[src/sv/weo_pkg.sv]
// Shared types, codes and constants for the wheel encoder odometry block.
`timescale 1ns / 1ps

package weo_pkg;

    // Mode codes of an input word
    localparam logic [1:0] MODE_POLL         = 2'd0;
    localparam logic [1:0] MODE_FULL_RESET   = 2'd1;
    localparam logic [1:0] MODE_TRAVEL_RESET = 2'd2;

    // Configuration register indexes
    localparam logic CFG_IDX_SIGN  = 1'b0;
    localparam logic CFG_IDX_CLAMP = 1'b1;

    localparam int CFG_DATA_W = 31;

    localparam logic [30:0] CLAMP_RESET  = 31'h7FFF_FFFF;
    localparam logic [30:0] TRAVEL_MAX   = 31'h7FFF_FFFF;
    localparam logic [16:0] SPEED_SAT    = 17'h0_FFFF;

    typedef struct packed {
        logic        sign_negative;
        logic [30:0] dist_clamp;
    } weo_cfg_t;

    typedef struct packed {
        logic [15:0]        last_left;
        logic [15:0]        last_right;
        logic signed [17:0] speed;
        logic signed [31:0] dist_left;
        logic signed [31:0] dist_right;
        logic [31:0]        diff_accum;
        logic [30:0]        travel_accum;
    } weo_state_t;

    typedef struct packed {
        logic signed [16:0] wheel_speed;
        logic signed [31:0] distance_left;
        logic signed [31:0] distance_right;
        logic signed [31:0] straight_diff;
        logic [30:0]        travel_total;
    } weo_result_t;

endpackage

[src/sv/weo_if.sv]
// Valid/ready channel interfaces for input words and result words.
`timescale 1ns / 1ps

interface weo_in_if;
    logic        valid;
    logic        ready;
    logic [1:0]  mode;
    logic [15:0] count_left;
    logic [15:0] count_right;

    modport source (output valid, output mode, output count_left, output count_right,
                    input ready);
    modport sink   (input valid, input mode, input count_left, input count_right,
                    output ready);
endinterface

interface weo_out_if;
    logic               valid;
    logic               ready;
    logic signed [16:0] wheel_speed;
    logic signed [31:0] distance_left;
    logic signed [31:0] distance_right;
    logic signed [31:0] straight_diff;
    logic [30:0]        travel_total;

    modport source (output valid, output wheel_speed, output distance_left,
                    output distance_right, output straight_diff, output travel_total,
                    input ready);
    modport sink   (input valid, input wheel_speed, input distance_left,
                    input distance_right, input straight_diff, input travel_total,
                    output ready);
endinterface

[src/sv/wheel_encoder_odometry.sv]
// Top level: input register, odometry update and result register.
`timescale 1ns / 1ps

// An accepted input word is held in the input register; its result word then passes
// through the result register, where it stays while the sink holds ready low.
// Throughput: one word per cycle unless the result register stalls; the adders and
// clamps update the state combinationally between the input and result registers.
// Reset: rst_n clears all state, baseline counts and accumulators to zero,
// sets sign to keep and distance clamp to 2^31-1; both stages come up empty.
module wheel_encoder_odometry (
    input  logic                                clk,
    input  logic                                rst_n,
    input  logic                                cfg_we,
    input  logic                                cfg_index,
    input  logic [weo_pkg::CFG_DATA_W-1:0]      cfg_data,
    weo_in_if.sink                              odo_in,
    weo_out_if.source                           odo_out
);
    import weo_pkg::*;

    weo_cfg_t    cfg_reg;
    weo_state_t  state_reg;
    weo_state_t  state_next;
    weo_result_t result_next;
    weo_result_t result_reg;

    logic        s1_valid_reg;
    logic [1:0]  s1_mode_reg;
    logic [15:0] s1_left_reg;
    logic [15:0] s1_right_reg;
    logic        out_valid_reg;

    logic        out_free;
    logic        s1_fire;
    logic        in_fire;

    // Handshake: input stage moves on whenever the result register can take a word
    assign out_free     = !out_valid_reg || odo_out.ready;
    assign s1_fire      = s1_valid_reg && out_free;
    assign odo_in.ready = !s1_valid_reg || out_free;
    assign in_fire      = odo_in.valid && odo_in.ready;

    // Configuration registers
    always_ff @(posedge clk or negedge rst_n)
    begin
        if (!rst_n)
        begin
            cfg_reg.sign_negative <= 1'b0;
            cfg_reg.dist_clamp    <= CLAMP_RESET;
        end
        else if (cfg_we)
        begin
            unique case (cfg_index)
                CFG_IDX_SIGN:  cfg_reg.sign_negative <= cfg_data[0];
                CFG_IDX_CLAMP: cfg_reg.dist_clamp    <= cfg_data[30:0];
                default:       cfg_reg               <= cfg_reg;
            endcase
        end
    end

    // Input register
    always_ff @(posedge clk or negedge rst_n)
    begin
        if (!rst_n)
        begin
            s1_valid_reg <= 1'b0;
        end
        else if (odo_in.ready)
        begin
            s1_valid_reg <= odo_in.valid;
        end
    end

    always_ff @(posedge clk)
    begin
        if (in_fire)
        begin
            s1_mode_reg  <= odo_in.mode;
            s1_left_reg  <= odo_in.count_left;
            s1_right_reg <= odo_in.count_right;
        end
    end

    // Odometry update
    weo_update u_update (
        .mode        (s1_mode_reg),
        .count_left  (s1_left_reg),
        .count_right (s1_right_reg),
        .cfg         (cfg_reg),
        .state_cur   (state_reg),
        .state_next  (state_next),
        .result      (result_next)
    );

    // Odometry state
    always_ff @(posedge clk or negedge rst_n)
    begin
        if (!rst_n)
        begin
            state_reg <= '0;
        end
        else if (s1_fire)
        begin
            state_reg <= state_next;
        end
    end

    // Result register
    always_ff @(posedge clk or negedge rst_n)
    begin
        if (!rst_n)
        begin
            out_valid_reg <= 1'b0;
        end
        else if (out_free)
        begin
            out_valid_reg <= s1_valid_reg;
        end
    end

    always_ff @(posedge clk)
    begin
        if (s1_fire)
        begin
            result_reg <= result_next;
        end
    end

    assign odo_out.valid          = out_valid_reg;
    assign odo_out.wheel_speed    = result_reg.wheel_speed;
    assign odo_out.distance_left  = result_reg.distance_left;
    assign odo_out.distance_right = result_reg.distance_right;
    assign odo_out.straight_diff  = result_reg.straight_diff;
    assign odo_out.travel_total   = result_reg.travel_total;

endmodule

[src/sv/weo_update.sv]
// Odometry update logic: wheel deltas, clamped distances, difference and travel.
`timescale 1ns / 1ps

module weo_update (
    input  logic [1:0]           mode,
    input  logic [15:0]          count_left,
    input  logic [15:0]          count_right,
    input  weo_pkg::weo_cfg_t    cfg,
    input  weo_pkg::weo_state_t  state_cur,
    output weo_pkg::weo_state_t  state_next,
    output weo_pkg::weo_result_t result
);
    import weo_pkg::*;

    logic [15:0]        raw_l;
    logic [15:0]        raw_r;
    logic signed [16:0] ext_l;
    logic signed [16:0] ext_r;
    logic signed [16:0] dl;
    logic signed [16:0] dr;
    logic [16:0]        abs_l;
    logic [16:0]        abs_r;
    logic signed [17:0] speed_sum;
    logic signed [17:0] diff_step;
    logic [31:0]        travel_sum;
    logic signed [31:0] dist_l_new;
    logic signed [31:0] dist_r_new;

    // Add a delta to a distance at full width, then clamp to +-limit
    function automatic logic signed [31:0] clamp_add(
        input logic signed [31:0] acc,
        input logic signed [16:0] delta,
        input logic [30:0]        lim
    );
        logic signed [33:0] sum;
        logic signed [33:0] lim_pos;
        logic signed [33:0] lim_neg;
        logic signed [33:0] res;
        sum     = $signed({{2{acc[31]}}, acc}) + $signed({{17{delta[16]}}, delta});
        lim_pos = $signed({3'b000, lim});
        lim_neg = -lim_pos;
        if (sum > lim_pos)
            res = lim_pos;
        else if (sum < lim_neg)
            res = lim_neg;
        else
            res = sum;
        return res[31:0];
    endfunction

    // Wrapped 16-bit deltas, sign extended, optionally negated
    always_comb
    begin
        raw_l = count_left - state_cur.last_left;
        raw_r = count_right - state_cur.last_right;
        ext_l = $signed({raw_l[15], raw_l});
        ext_r = $signed({raw_r[15], raw_r});
        dl    = cfg.sign_negative ? -ext_l : ext_l;
        dr    = cfg.sign_negative ? -ext_r : ext_r;
        abs_l = dl[16] ? 17'(-dl) : 17'(dl);
        abs_r = dr[16] ? 17'(-dr) : 17'(dr);
        speed_sum = $signed({dl[16], dl}) + $signed({dr[16], dr});
        diff_step = $signed({dl[16], dl}) - $signed({dr[16], dr});
        travel_sum = {1'b0, state_cur.travel_accum} + {15'd0, abs_l} + {15'd0, abs_r};
        dist_l_new = clamp_add(state_cur.dist_left, dl, cfg.dist_clamp);
        dist_r_new = clamp_add(state_cur.dist_right, dr, cfg.dist_clamp);
    end

    // Next state by mode
    always_comb
    begin
        state_next = state_cur;
        unique case (mode)
            MODE_POLL:
            begin
                state_next.last_left    = count_left;
                state_next.last_right   = count_right;
                state_next.speed        = speed_sum;
                state_next.dist_left    = dist_l_new;
                state_next.dist_right   = dist_r_new;
                state_next.diff_accum   = state_cur.diff_accum
                                          + {{14{diff_step[17]}}, diff_step};
                state_next.travel_accum = travel_sum[31] ? TRAVEL_MAX : travel_sum[30:0];
            end
            MODE_FULL_RESET:
            begin
                state_next.last_left    = count_left;
                state_next.last_right   = count_right;
                state_next.speed        = '0;
                state_next.dist_left    = '0;
                state_next.dist_right   = '0;
                state_next.diff_accum   = '0;
                state_next.travel_accum = '0;
            end
            MODE_TRAVEL_RESET:
            begin
                state_next.last_left    = count_left;
                state_next.last_right   = count_right;
                state_next.diff_accum   = '0;
                state_next.travel_accum = '0;
            end
            default:
            begin
                state_next = state_cur;
            end
        endcase
    end

    // Result word shows the updated state; speed field saturates at the top
    always_comb
    begin
        result.wheel_speed    = (state_next.speed > 18'sd65535) ? $signed(SPEED_SAT)
                                                                 : state_next.speed[16:0];
        result.distance_left  = state_next.dist_left;
        result.distance_right = state_next.dist_right;
        result.straight_diff  = state_next.diff_accum;
        result.travel_total   = state_next.travel_accum;
    end

endmodule

[src/flat_wrapper.sv]
// flat-port wrapper written by rule: the top's interface ports become plain ports
module wheel_encoder_odometry_flat import weo_pkg::*;
  (clk, rst_n, cfg_we, cfg_index, cfg_data, odo_in_valid, odo_in_mode, odo_in_count_left, odo_in_count_right, odo_in_ready, odo_out_valid, odo_out_wheel_speed, odo_out_distance_left, odo_out_distance_right, odo_out_straight_diff, odo_out_travel_total, odo_out_ready);
  weo_in_if odo_in_i ();
  weo_out_if odo_out_i ();
  input  logic clk;
  input  logic rst_n;
  input  logic cfg_we;
  input  logic cfg_index;
  input  logic [weo_pkg::CFG_DATA_W-1:0] cfg_data;
  input wire logic [$bits(odo_in_i.valid)-1:0] odo_in_valid;
  input wire logic [$bits(odo_in_i.mode)-1:0] odo_in_mode;
  input wire logic [$bits(odo_in_i.count_left)-1:0] odo_in_count_left;
  input wire logic [$bits(odo_in_i.count_right)-1:0] odo_in_count_right;
  output wire logic [$bits(odo_in_i.ready)-1:0] odo_in_ready;
  output wire logic [$bits(odo_out_i.valid)-1:0] odo_out_valid;
  output wire logic [$bits(odo_out_i.wheel_speed)-1:0] odo_out_wheel_speed;
  output wire logic [$bits(odo_out_i.distance_left)-1:0] odo_out_distance_left;
  output wire logic [$bits(odo_out_i.distance_right)-1:0] odo_out_distance_right;
  output wire logic [$bits(odo_out_i.straight_diff)-1:0] odo_out_straight_diff;
  output wire logic [$bits(odo_out_i.travel_total)-1:0] odo_out_travel_total;
  input wire logic [$bits(odo_out_i.ready)-1:0] odo_out_ready;
  assign odo_in_i.valid = odo_in_valid;
  assign odo_in_i.mode = odo_in_mode;
  assign odo_in_i.count_left = odo_in_count_left;
  assign odo_in_i.count_right = odo_in_count_right;
  assign odo_in_ready = odo_in_i.ready;
  assign odo_out_valid = odo_out_i.valid;
  assign odo_out_wheel_speed = odo_out_i.wheel_speed;
  assign odo_out_distance_left = odo_out_i.distance_left;
  assign odo_out_distance_right = odo_out_i.distance_right;
  assign odo_out_straight_diff = odo_out_i.straight_diff;
  assign odo_out_travel_total = odo_out_i.travel_total;
  assign odo_out_i.ready = odo_out_ready;
  wheel_encoder_odometry u_core (.clk(clk), .rst_n(rst_n), .cfg_we(cfg_we), .cfg_index(cfg_index), .cfg_data(cfg_data), .odo_in(odo_in_i), .odo_out(odo_out_i));
endmodule
[config.mk]
export PLATFORM = sky130hd
export DESIGN_NAME = wheel_encoder_odometry_flat
export DESIGN_NICKNAME = d
export VERILOG_FILES = /design/src/sv/weo_pkg.sv /design/src/sv/weo_if.sv /design/src/sv/wheel_encoder_odometry.sv /design/src/sv/weo_update.sv /design/src/flat_wrapper.sv
export SDC_FILE = /design/constraint.sdc
export NUM_CORES = 1
export LEC_CHECK = 0
export BUFFER_PORTS_ARGS = -buffer_cell sky130_fd_sc_hd__buf_4
export CAP_MARGIN = 20
export CELL_PAD_IN_SITES_DETAIL_PLACEMENT = 1
export CELL_PAD_IN_SITES_GLOBAL_PLACEMENT = 1
export CORE_AREA = 3 3 252 254
export DETAILED_ROUTE_END_ITERATION = 12
export DIE_AREA = 0 0 255 257
export GPL_TIMING_DRIVEN = 0
export PLACE_DENSITY_LB_ADDON = 0.1
export SETUP_SLACK_MARGIN = 0.2
export SLEW_MARGIN = 20
export SYNTH_ARGS = -nofsm -noshare
export SYNTH_HDL_FRONTEND = slang
export SYNTH_SLANG_ARGS = --single-unit
[constraint.sdc]
create_clock -name clk -period 11.7 [get_ports clk]
set_input_delay 0.585 -clock clk [delete_from_list [all_inputs] [get_ports clk]]
set_output_delay 0.585 -clock clk [all_outputs]
set_load 0.01 [all_outputs]
==> impl_metrics.env, run 1 <==
export IMPL_grt_usage=0.334
export IMPL_area_growth_pct=15.0
export IMPL_vias=26710
export IMPL_antenna_found_initial=3
export IMPL_synth_cells_most_frequent="nand2_1, o21ai_0, ha_1, a21oi_1, nor2_1"
export IMPL_outcome="completed"
export IMPL_dpl_hpwl_microns=86500
export IMPL_drtPass1Iterations=5
export IMPL_row_count=91
export IMPL_ys_top_cells_by_area="edfxtp_1, dfrtp_1, ha_1, xnor2_1, o21ai_0"
export IMPL_ant_nets=0
export IMPL_setup_viol=0
export IMPL_relSlewSlack=0.273
export IMPL_grt_pass1_vias=27694
export IMPL_path_class="reg2reg"
export IMPL_clk_pin_slew_ps=60
export IMPL_slowest_stage="or4_1"
export IMPL_synth_ff_type="dfrtp_1"
export IMPL_arrival_ps=11210
export IMPL_tightest_slew_ps=1090
export IMPL_crit_fanout=10
export IMPL_critPathMaxStageDelay_ps=600
export IMPL_synth_top_area_frac=0.181
export IMPL_viasPerCell=6.20
export IMPL_synthMostInstantiatedCell="nand2_1"
export IMPL_htreeDepth=2
export IMPL_dp_cells=4215
export IMPL_clock_latency_ps=610
export IMPL_synth_edf_count=178
export IMPL_drv_cap=0
export IMPL_syn_area_per_cell_sq_um=9.21
export IMPL_grt_pass1_wl_microns=168000
export IMPL_crit_path_frequent_cell="a21oi_1"
export IMPL_synth_largest_area_cell="edfxtp_1"
export IMPL_critical_path_buf_inv_count=8
export IMPL_chipHeight_microns=257
export IMPL_ys_seq_elements=389
export IMPL_worstHoldStart="odo_in_count_right[3]"
export IMPL_fmax_ghz=0.0912
export IMPL_netlist_instances=3201
export IMPL_io_buffers=216
export IMPL_synth_warnings=0
export IMPL_final_max_slew_viol_count=0
export IMPL_hp_class="in2reg"
export IMPL_layout_worst_path_cycle_share=0.937
export IMPL_drive_above_1_share=0.127
export IMPL_multi_input_area_sq_um=17700
export IMPL_routedWlPerCell_microns=25.7
export IMPL_gp_congestion=0.963
export IMPL_finalNonFillerCells=4306
export IMPL_clk_path_buf_depth=3
export IMPL_drcViolationCount=0
export IMPL_die_area_sq_um=65500
export IMPL_nets=3886
export IMPL_rsz0062_at_grt="yes"
export IMPL_pin_count=217
export IMPL_largest_reg_flops=177
export IMPL_wl_microns=111000
export IMPL_synth_distinct_cells=82
export IMPL_grt_overflow=0
export IMPL_cts_root_buf="clkbuf_16"
export IMPL_fin_util=0.551
export IMPL_cp_required_ps=11950
export IMPL_ys_seq_area_frac=0.362
export IMPL_die_w_microns=255
export IMPL_core_area_sq_um=61500
export IMPL_syn_cell_area_sq_um=29500
export IMPL_worstSetupStartpointType="register"
export IMPL_cts_sinks=389
export IMPL_initial_core_util=0.479
export IMPL_hold_viol_final=0
export IMPL_grt_max_degree=86
export IMPL_fill_cells=7064
export IMPL_cts_inserted_buffers=46
export IMPL_drt_initial_drc_count=1916
export IMPL_skew_ps=20.9
export IMPL_endpoint_kind="register"
export IMPL_cts_tree="built"
export IMPL_crit_family="compound AO/OA/AOI/OAI gates"
export IMPL_period_needed_ps=10960
export IMPL_ys_async_sr_fraction=0.542
export IMPL_crit_path_start="u_core.s1_right_reg[0]"
export IMPL_register_area_sq_um=10700
export IMPL_holdWs_ps=160
export IMPL_worstReg2RegStart="u_core.s1_right_reg[0]"
-- cells in the final DEF, fill, tap and decap left out, types with 50 or more instances in the layout --
master,instances
a21o_1,78
a21oi_1,224
a22o_1,94
buf_4,221
clkbuf_1,109
dfrtp_1,180
edfxtp_1,178
ha_1,312
inv_1,183
mux2_2,63
nand2_1,322
nand3_1,63
nor2_1,197
nor3_1,51
o21ai_0,312
xnor2_1,185
xor2_1,50
-- metrics by stage --
stage / setup TNS [ps] / setup WS [ps] / area [sq um]
floorplan: 0 / 3350 / 29500
global placement: -976 / -267 / 32100
detailed placement: -797 / -259 / 32200
CTS: 0 / 418 / 33800
global route: 0 / 179 / 33900
finish: 0 / 740 / 33900
-- timing repair --
item                                   4_1_cts  5_1_grt
endpoints found under the hold margin       34        0
cloned                                       0        0
setup endpoints to repair                   37      117
buffers inserted                             3        2
hold buffers                                 1        0
resized for setup                            5       31
pin swaps                                    0        1
-- final cells by class --
cell class	instances	area share
Clock inverter	29	0.00978
Multi-Input combinational cell	2498	0.522
Inverter	187	0.0210
Timing Repair Buffer	229	0.0534
Antenna cell	1	0.0000738
Clock buffer	56	0.0359
Sequential cell	389	0.315
Buffer	127	0.0146
Tap cell	790	0.0292
-- path summary, 6_finish.rpt --
path | slack (ps) | endpoint | cells after the start
min reg2reg | 480 | u_core.state_reg[137] | 2
max in group asynchronous | 9890 | u_core.state_reg[153] | 4
min in group asynchronous | 540 | u_core.state_reg[93] | 2
max | 740 | u_core.odo_out.distance_right[5] | 42
min | 160 | u_core.s1_right_reg[3] | 1
max reg2reg | 740 | u_core.odo_out.distance_right[5] | 42
-- per-layer routing --
layer / part of all wire / track usage
met1: 0.45 / 0.471
met3: 0.083 / 0.0732
met2: 0.44 / 0.511
met5: 0.00012 / 0
met4: 0.032 / 0.109
-- cells by family after synthesis --
group,Yosys count,share of synthesized area
simple gates,855,0.134
fa+ha+maj,337,0.149
buf+inv,315,0.0402
xor+xnor,235,0.0698
mux,102,0.0374
flops,389,0.362
other cells,1,0.000127
compound gates,967,0.207
Power of run 1 is left out: the tool's default activity adds up to more than one toggle a clock period on the data nets, which glitch-free logic cannot reach.
==> run 2: changes to the inputs <==
CORE_AREA = 8 8 257 259   (was 3 3 252 254)
DIE_AREA = 0 0 265 267   (was 0 0 255 257)
==> impl_metrics.env, run 2 (synthesis gave the netlist of run 1 again) <==
export IMPL_outcome="completed"
export IMPL_clk_pin_slew_ps=60
export IMPL_grt_pass1_wl_microns=170000
export IMPL_vias=26662
export IMPL_drt_initial_drc_count=2042
export IMPL_critPathMaxStageDelay_ps=600
export IMPL_grt_pass1_vias=27824
export IMPL_die_w_microns=265
export IMPL_die_area_sq_um=70800
export IMPL_cts_inserted_buffers=44
export IMPL_cts_sinks=389
export IMPL_core_area_sq_um=62200
export IMPL_rr_worst_depth=40
export IMPL_drv_cap=0
export IMPL_drtPass1Iterations=5
export IMPL_skew_ps=32.0
export IMPL_dpl_hpwl_microns=87300
export IMPL_cp_required_ps=12010
export IMPL_worstSetupStartpointType="register"
export IMPL_ant_nets=0
export IMPL_layout_worst_path_cycle_share=0.946
export IMPL_wl_microns=111000
export IMPL_arrival_ps=11370
export IMPL_endpoint_kind="register"
export IMPL_routedWlPerCell_microns=25.8
export IMPL_crit_fanout=10
export IMPL_largest_reg_flops=177
export IMPL_rsz0062_at_grt="no"
export IMPL_slowest_stage="or4_1"
export IMPL_drive_above_1_share=0.124
export IMPL_period_needed_ps=11070
export IMPL_final_max_slew_viol_count=0
export IMPL_placed_area_sq_um=32300
export IMPL_cts_root_buf="clkbuf_16"
export IMPL_row_count=92
export IMPL_io_buffers=216
export IMPL_relSlewSlack=0.236
export IMPL_initial_core_util=0.474
export IMPL_clock_latency_ps=610
export IMPL_hold_path_depth=1
export IMPL_gp_congestion=0.946
export IMPL_mostFrequentLayoutCell="nand2_1"
export IMPL_holdWs_ps=153
export IMPL_fmax_ghz=0.0904
export IMPL_hp_class="in2reg"
export IMPL_grt_usage=0.308
export IMPL_area_growth_pct=14.6
export IMPL_viasPerCell=6.18
export IMPL_stdcell_area_sq_um=33800
export IMPL_setup_viol=0
export IMPL_drcViolationCount=0
export IMPL_cts_tree="built"
export IMPL_hold_viol_final=0
export IMPL_final_cell_mix="nand2_1, o21ai_0, ha_1"
export IMPL_antenna_found_initial=7
export IMPL_grt_overflow=0
export IMPL_clk_path_buf_depth=3
export IMPL_path_class="reg2reg"
export IMPL_tightest_slew_ps=1150
export IMPL_chipHeight_microns=267
export IMPL_htreeDepth=2
export IMPL_nets=3886
export IMPL_grt_max_degree=86
export IMPL_pin_count=217
[run 2: cell types whose count changed in the layout (fill, tap and decap cells not counted), sizes merged]
cell / previous run / this run
buf: 239 / 242
bufinv: 5 / 2
clkbuf: 171 / 168
clkdlybuf4s18: 1 / 0
clkinv: 16 / 22
clkinvlp: 6 / 4
inv: 189 / 188
[run 2: layer usage]
metal	vias up	global-route usage	wire (microns)	share of wire
li1	12162	-	-	-
met1	13498	0.435	50800	0.46
met2	837	0.485	50100	0.45
met3	163	0.0498	7380	0.066
met4	2	0.0877	3020	0.027
met5	-	0	13	0.00012
[run 2: final timing paths]
path	from	to	slack, ps
max	u_core.s1_right_reg[0]	u_core.odo_out.distance_right[1]	630
min	odo_in_mode[0]	u_core.s1_mode_reg[0]	150
max reg2reg	u_core.s1_right_reg[0]	u_core.odo_out.distance_right[1]	630
min reg2reg	u_core.state_reg[145]	u_core.state_reg[145]	500
max in group asynchronous	rst_n	u_core.state_reg[153]	9910
min in group asynchronous	rst_n	u_core.state_reg[93]	530
[run 2: repair_timing]
action                                  in CTS  in global routing
hold buffers                                 1                  0
setup buffers                                3                  4
endpoints found under the setup margin      49                 83
pin swaps                                    0                  1
hold endpoints to repair                    34                  0
resized for setup                            5                 13
[run 2: area by class of cell]
| type | count | area, sq um |
|---|---|---|
| fillers | 7147 | 28400 |
| multi-input cells | 2498 | 17700 |
| flip-flops and latches | 389 | 10700 |
| repair buffers | 230 | 1820 |
| clock buffers | 53 | 1160 |
| well taps | 799 | 1000 |
| inverters | 187 | 711 |
| plain buffers | 128 | 490 |
| clock inverters | 29 | 248 |
| diodes | 1 | 2.50 |
[run 2: stage by stage]
step / setup WS (ps) / std cells / TNS (ps) / util
global placement: -207 / 4217 / -831 / 0.516
finish: 633 / 4314 / 0 / 0.543
CTS: 356 / 4309 / 0 / 0.542
detailed placement: -356 / 4223 / -1880 / 0.519
global route: 205 / 4313 / 0 / 0.543
floorplan: 3350 / 3202 / 0 / -
[run 2: worst max-delay path: cells and delay by family, from the launching register on]
kind / cells / cell delay, ps
xor gates and xnor gates: 2 / 450
adders and majority gates: 4 / 1340
buffers and inverters: 8 / 1520
AOI/OAI and AO/OA: 17 / 4600
muxes: 1 / 440
and+or+nand+nor: 8 / 2040
DFF: 1 / 360
Power of run 2 is left out for the same reason.
==> run 3: changes to the inputs <==
CORE_AREA = 8 8 248 250   (was 8 8 257 259)
DIE_AREA = 0 0 256 258   (was 0 0 265 267)
clock period = 14.1 ns   (was 11.7 ns; I/O delays follow)
==> impl_metrics.env, run 3 (synthesis gave the netlist of run 1 again) <==
export IMPL_outcome="completed"
export IMPL_cts_hold_fix_buffers=0
export IMPL_mostFrequentLayoutCell="nand2_1"
export IMPL_grt_max_degree=89
export IMPL_drive_above_1_share=0.120
export IMPL_cp_num_cells=39
export IMPL_nets=3880
export IMPL_slowest_stage="clkbuf_1"
export IMPL_arrival_ps=12840
export IMPL_critPathMaxStageDelay_ps=830
export IMPL_grt_usage=0.331
export IMPL_worstSetupStartpointType="register"
export IMPL_critPathCapture="u_core.odo_out.distance_right[5]"
export IMPL_relSlewSlack=0.193
export IMPL_setup_viol=0
export IMPL_grt_pass1_vias=28201
export IMPL_grt_pass1_wl_microns=172000
export IMPL_critical_path_buf_inv_count=7
export IMPL_crit_path_start="u_core.s1_right_reg[0]"
export IMPL_viasPerCell=6.36
export IMPL_skew_ps=18.9
export IMPL_fin_setup_tns_ps=0
export IMPL_clock_latency_ps=610
export IMPL_crit_family="compound AO/OA/AOI/OAI gates"
export IMPL_final_cell_mix="nand2_1, o21ai_0, ha_1"
export IMPL_cts_inserted_buffers=45
export IMPL_rsz0062_at_grt="no"
export IMPL_reg2reg_slack_ps=1580
export IMPL_hold_viol_final=0
export IMPL_rr_worst_depth=39
export IMPL_dpl_hpwl_microns=87900
export IMPL_gp_congestion=0.967
export IMPL_path_class="reg2reg"
export IMPL_drtPass1Iterations=8
export IMPL_cts_sinks=389
export IMPL_initial_core_util=0.514
export IMPL_vias=27175
export IMPL_antenna_found_initial=1
export IMPL_post_cts_buffers=0
export IMPL_grt_overflow=0
export IMPL_die_area_sq_um=66000
export IMPL_drv_cap=0
export IMPL_cts_tree="built"
export IMPL_routedWlPerCell_microns=26.6
export IMPL_fmax_ghz=0.0799
export IMPL_pin_count=217
export IMPL_die_w_microns=256
export IMPL_area_growth_pct=14.4
export IMPL_period_needed_ps=12520
export IMPL_clk_path_buf_depth=3
export IMPL_layout_worst_path_cycle_share=0.888
export IMPL_htreeDepth=2
export IMPL_tightest_slew_ps=1210
export IMPL_core_area_sq_um=57400
export IMPL_io_buffers=216
export IMPL_clk_pin_slew_ps=60
export IMPL_chipHeight_microns=258
export IMPL_crit_fanout=17
export IMPL_drcViolationCount=0
export IMPL_ctsResizeCount=0
export IMPL_hp_class="in2async"
export IMPL_ant_nets=0
export IMPL_endpoint_kind="register"
export IMPL_wl_microns=114000
export IMPL_cts_root_buf="clkbuf_16"
export IMPL_worstReg2RegStart="u_core.s1_right_reg[0]"
export IMPL_final_max_slew_viol_count=0
export IMPL_cp_required_ps=14430
export IMPL_r2r_end="u_core.odo_out.distance_right[5]"
export IMPL_drt_initial_drc_count=2147
export IMPL_row_count=88
export IMPL_largest_reg_flops=177
-- run 3: cell count changes in the layout (fill, tap and decap cells not counted), moves of 2 or more --
| cell | delta |
|---|---|
| clkbuf_1 | +5 |
| bufinv_16 | +2 |
| inv_6 | +4 |
| buf_4 | -7 |
| clkinv_8 | -3 |
| clkbuf_2 | -6 |
| clkinv_2 | -5 |
-- run 3: area by class of cell --
class / instances / area (sq um)
fill: 6627 / 23700
clock buffer: 52 / 1170
buffer: 128 / 482
sequential: 389 / 10700
tap: 765 / 957
timing repair buffer: 223 / 1760
multi-input combinational: 2498 / 17600
antenna: 2 / 5.00
clock inverter: 32 / 317
inverter: 187 / 707
-- run 3: metal layers --
metal / wire, microns / track usage / up-vias
li1: - / - / 12150
met1: 50000 / 0.451 / 13759
met5: 13 / 0 / -
met4: 3740 / 0.106 / 2
met2: 51600 / 0.532 / 1046
met3: 8600 / 0.0629 / 218
-- run 3: worst reg2reg max path, delay by kind of cell (launching register included) --
family | cells | cell delay (ps)
mux | 2 | 670
buf+inv | 7 | 2260
simple gates | 10 | 2430
fa+ha+maj | 4 | 1480
compound gates | 15 | 4770
xor+xnor | 1 | 260
flops | 1 | 370
-- run 3: worst min-delay path by stage --
stage / endpoint / slack, ps / depth (start not counted)
after floorplan: u_core.cfg_reg[31] / 410 / 0
after global placement: u_core.state_reg[138] / 460 / 2
after detailed placement: u_core.state_reg[127] / 460 / 2
after CTS: u_core.state_reg[92] / 70 / 1
after global routing: u_core.state_reg[92] / 90 / 1
final: u_core.state_reg[92] / 40 / 1
-- run 3: through the flow --
step / cell area (sq um) / instances / utilization / setup slack [ps] / hold WS (ps)
2_1_floorplan: 29500 / 3202 / - / 5750 / 409
3_3_place_gp: 32100 / 4183 / 0.559 / 2250 / 456
3_5_place_dp: 32200 / 4189 / 0.561 / 2080 / 465
4_1_cts: 33700 / 4273 / 0.587 / 1960 / 66.2
5_1_grt: 33700 / 4274 / 0.588 / 1390 / 88.5
6_report: 33700 / 4276 / 0.588 / 1580 / 42.6
Power of run 3 is left out for the same reason.
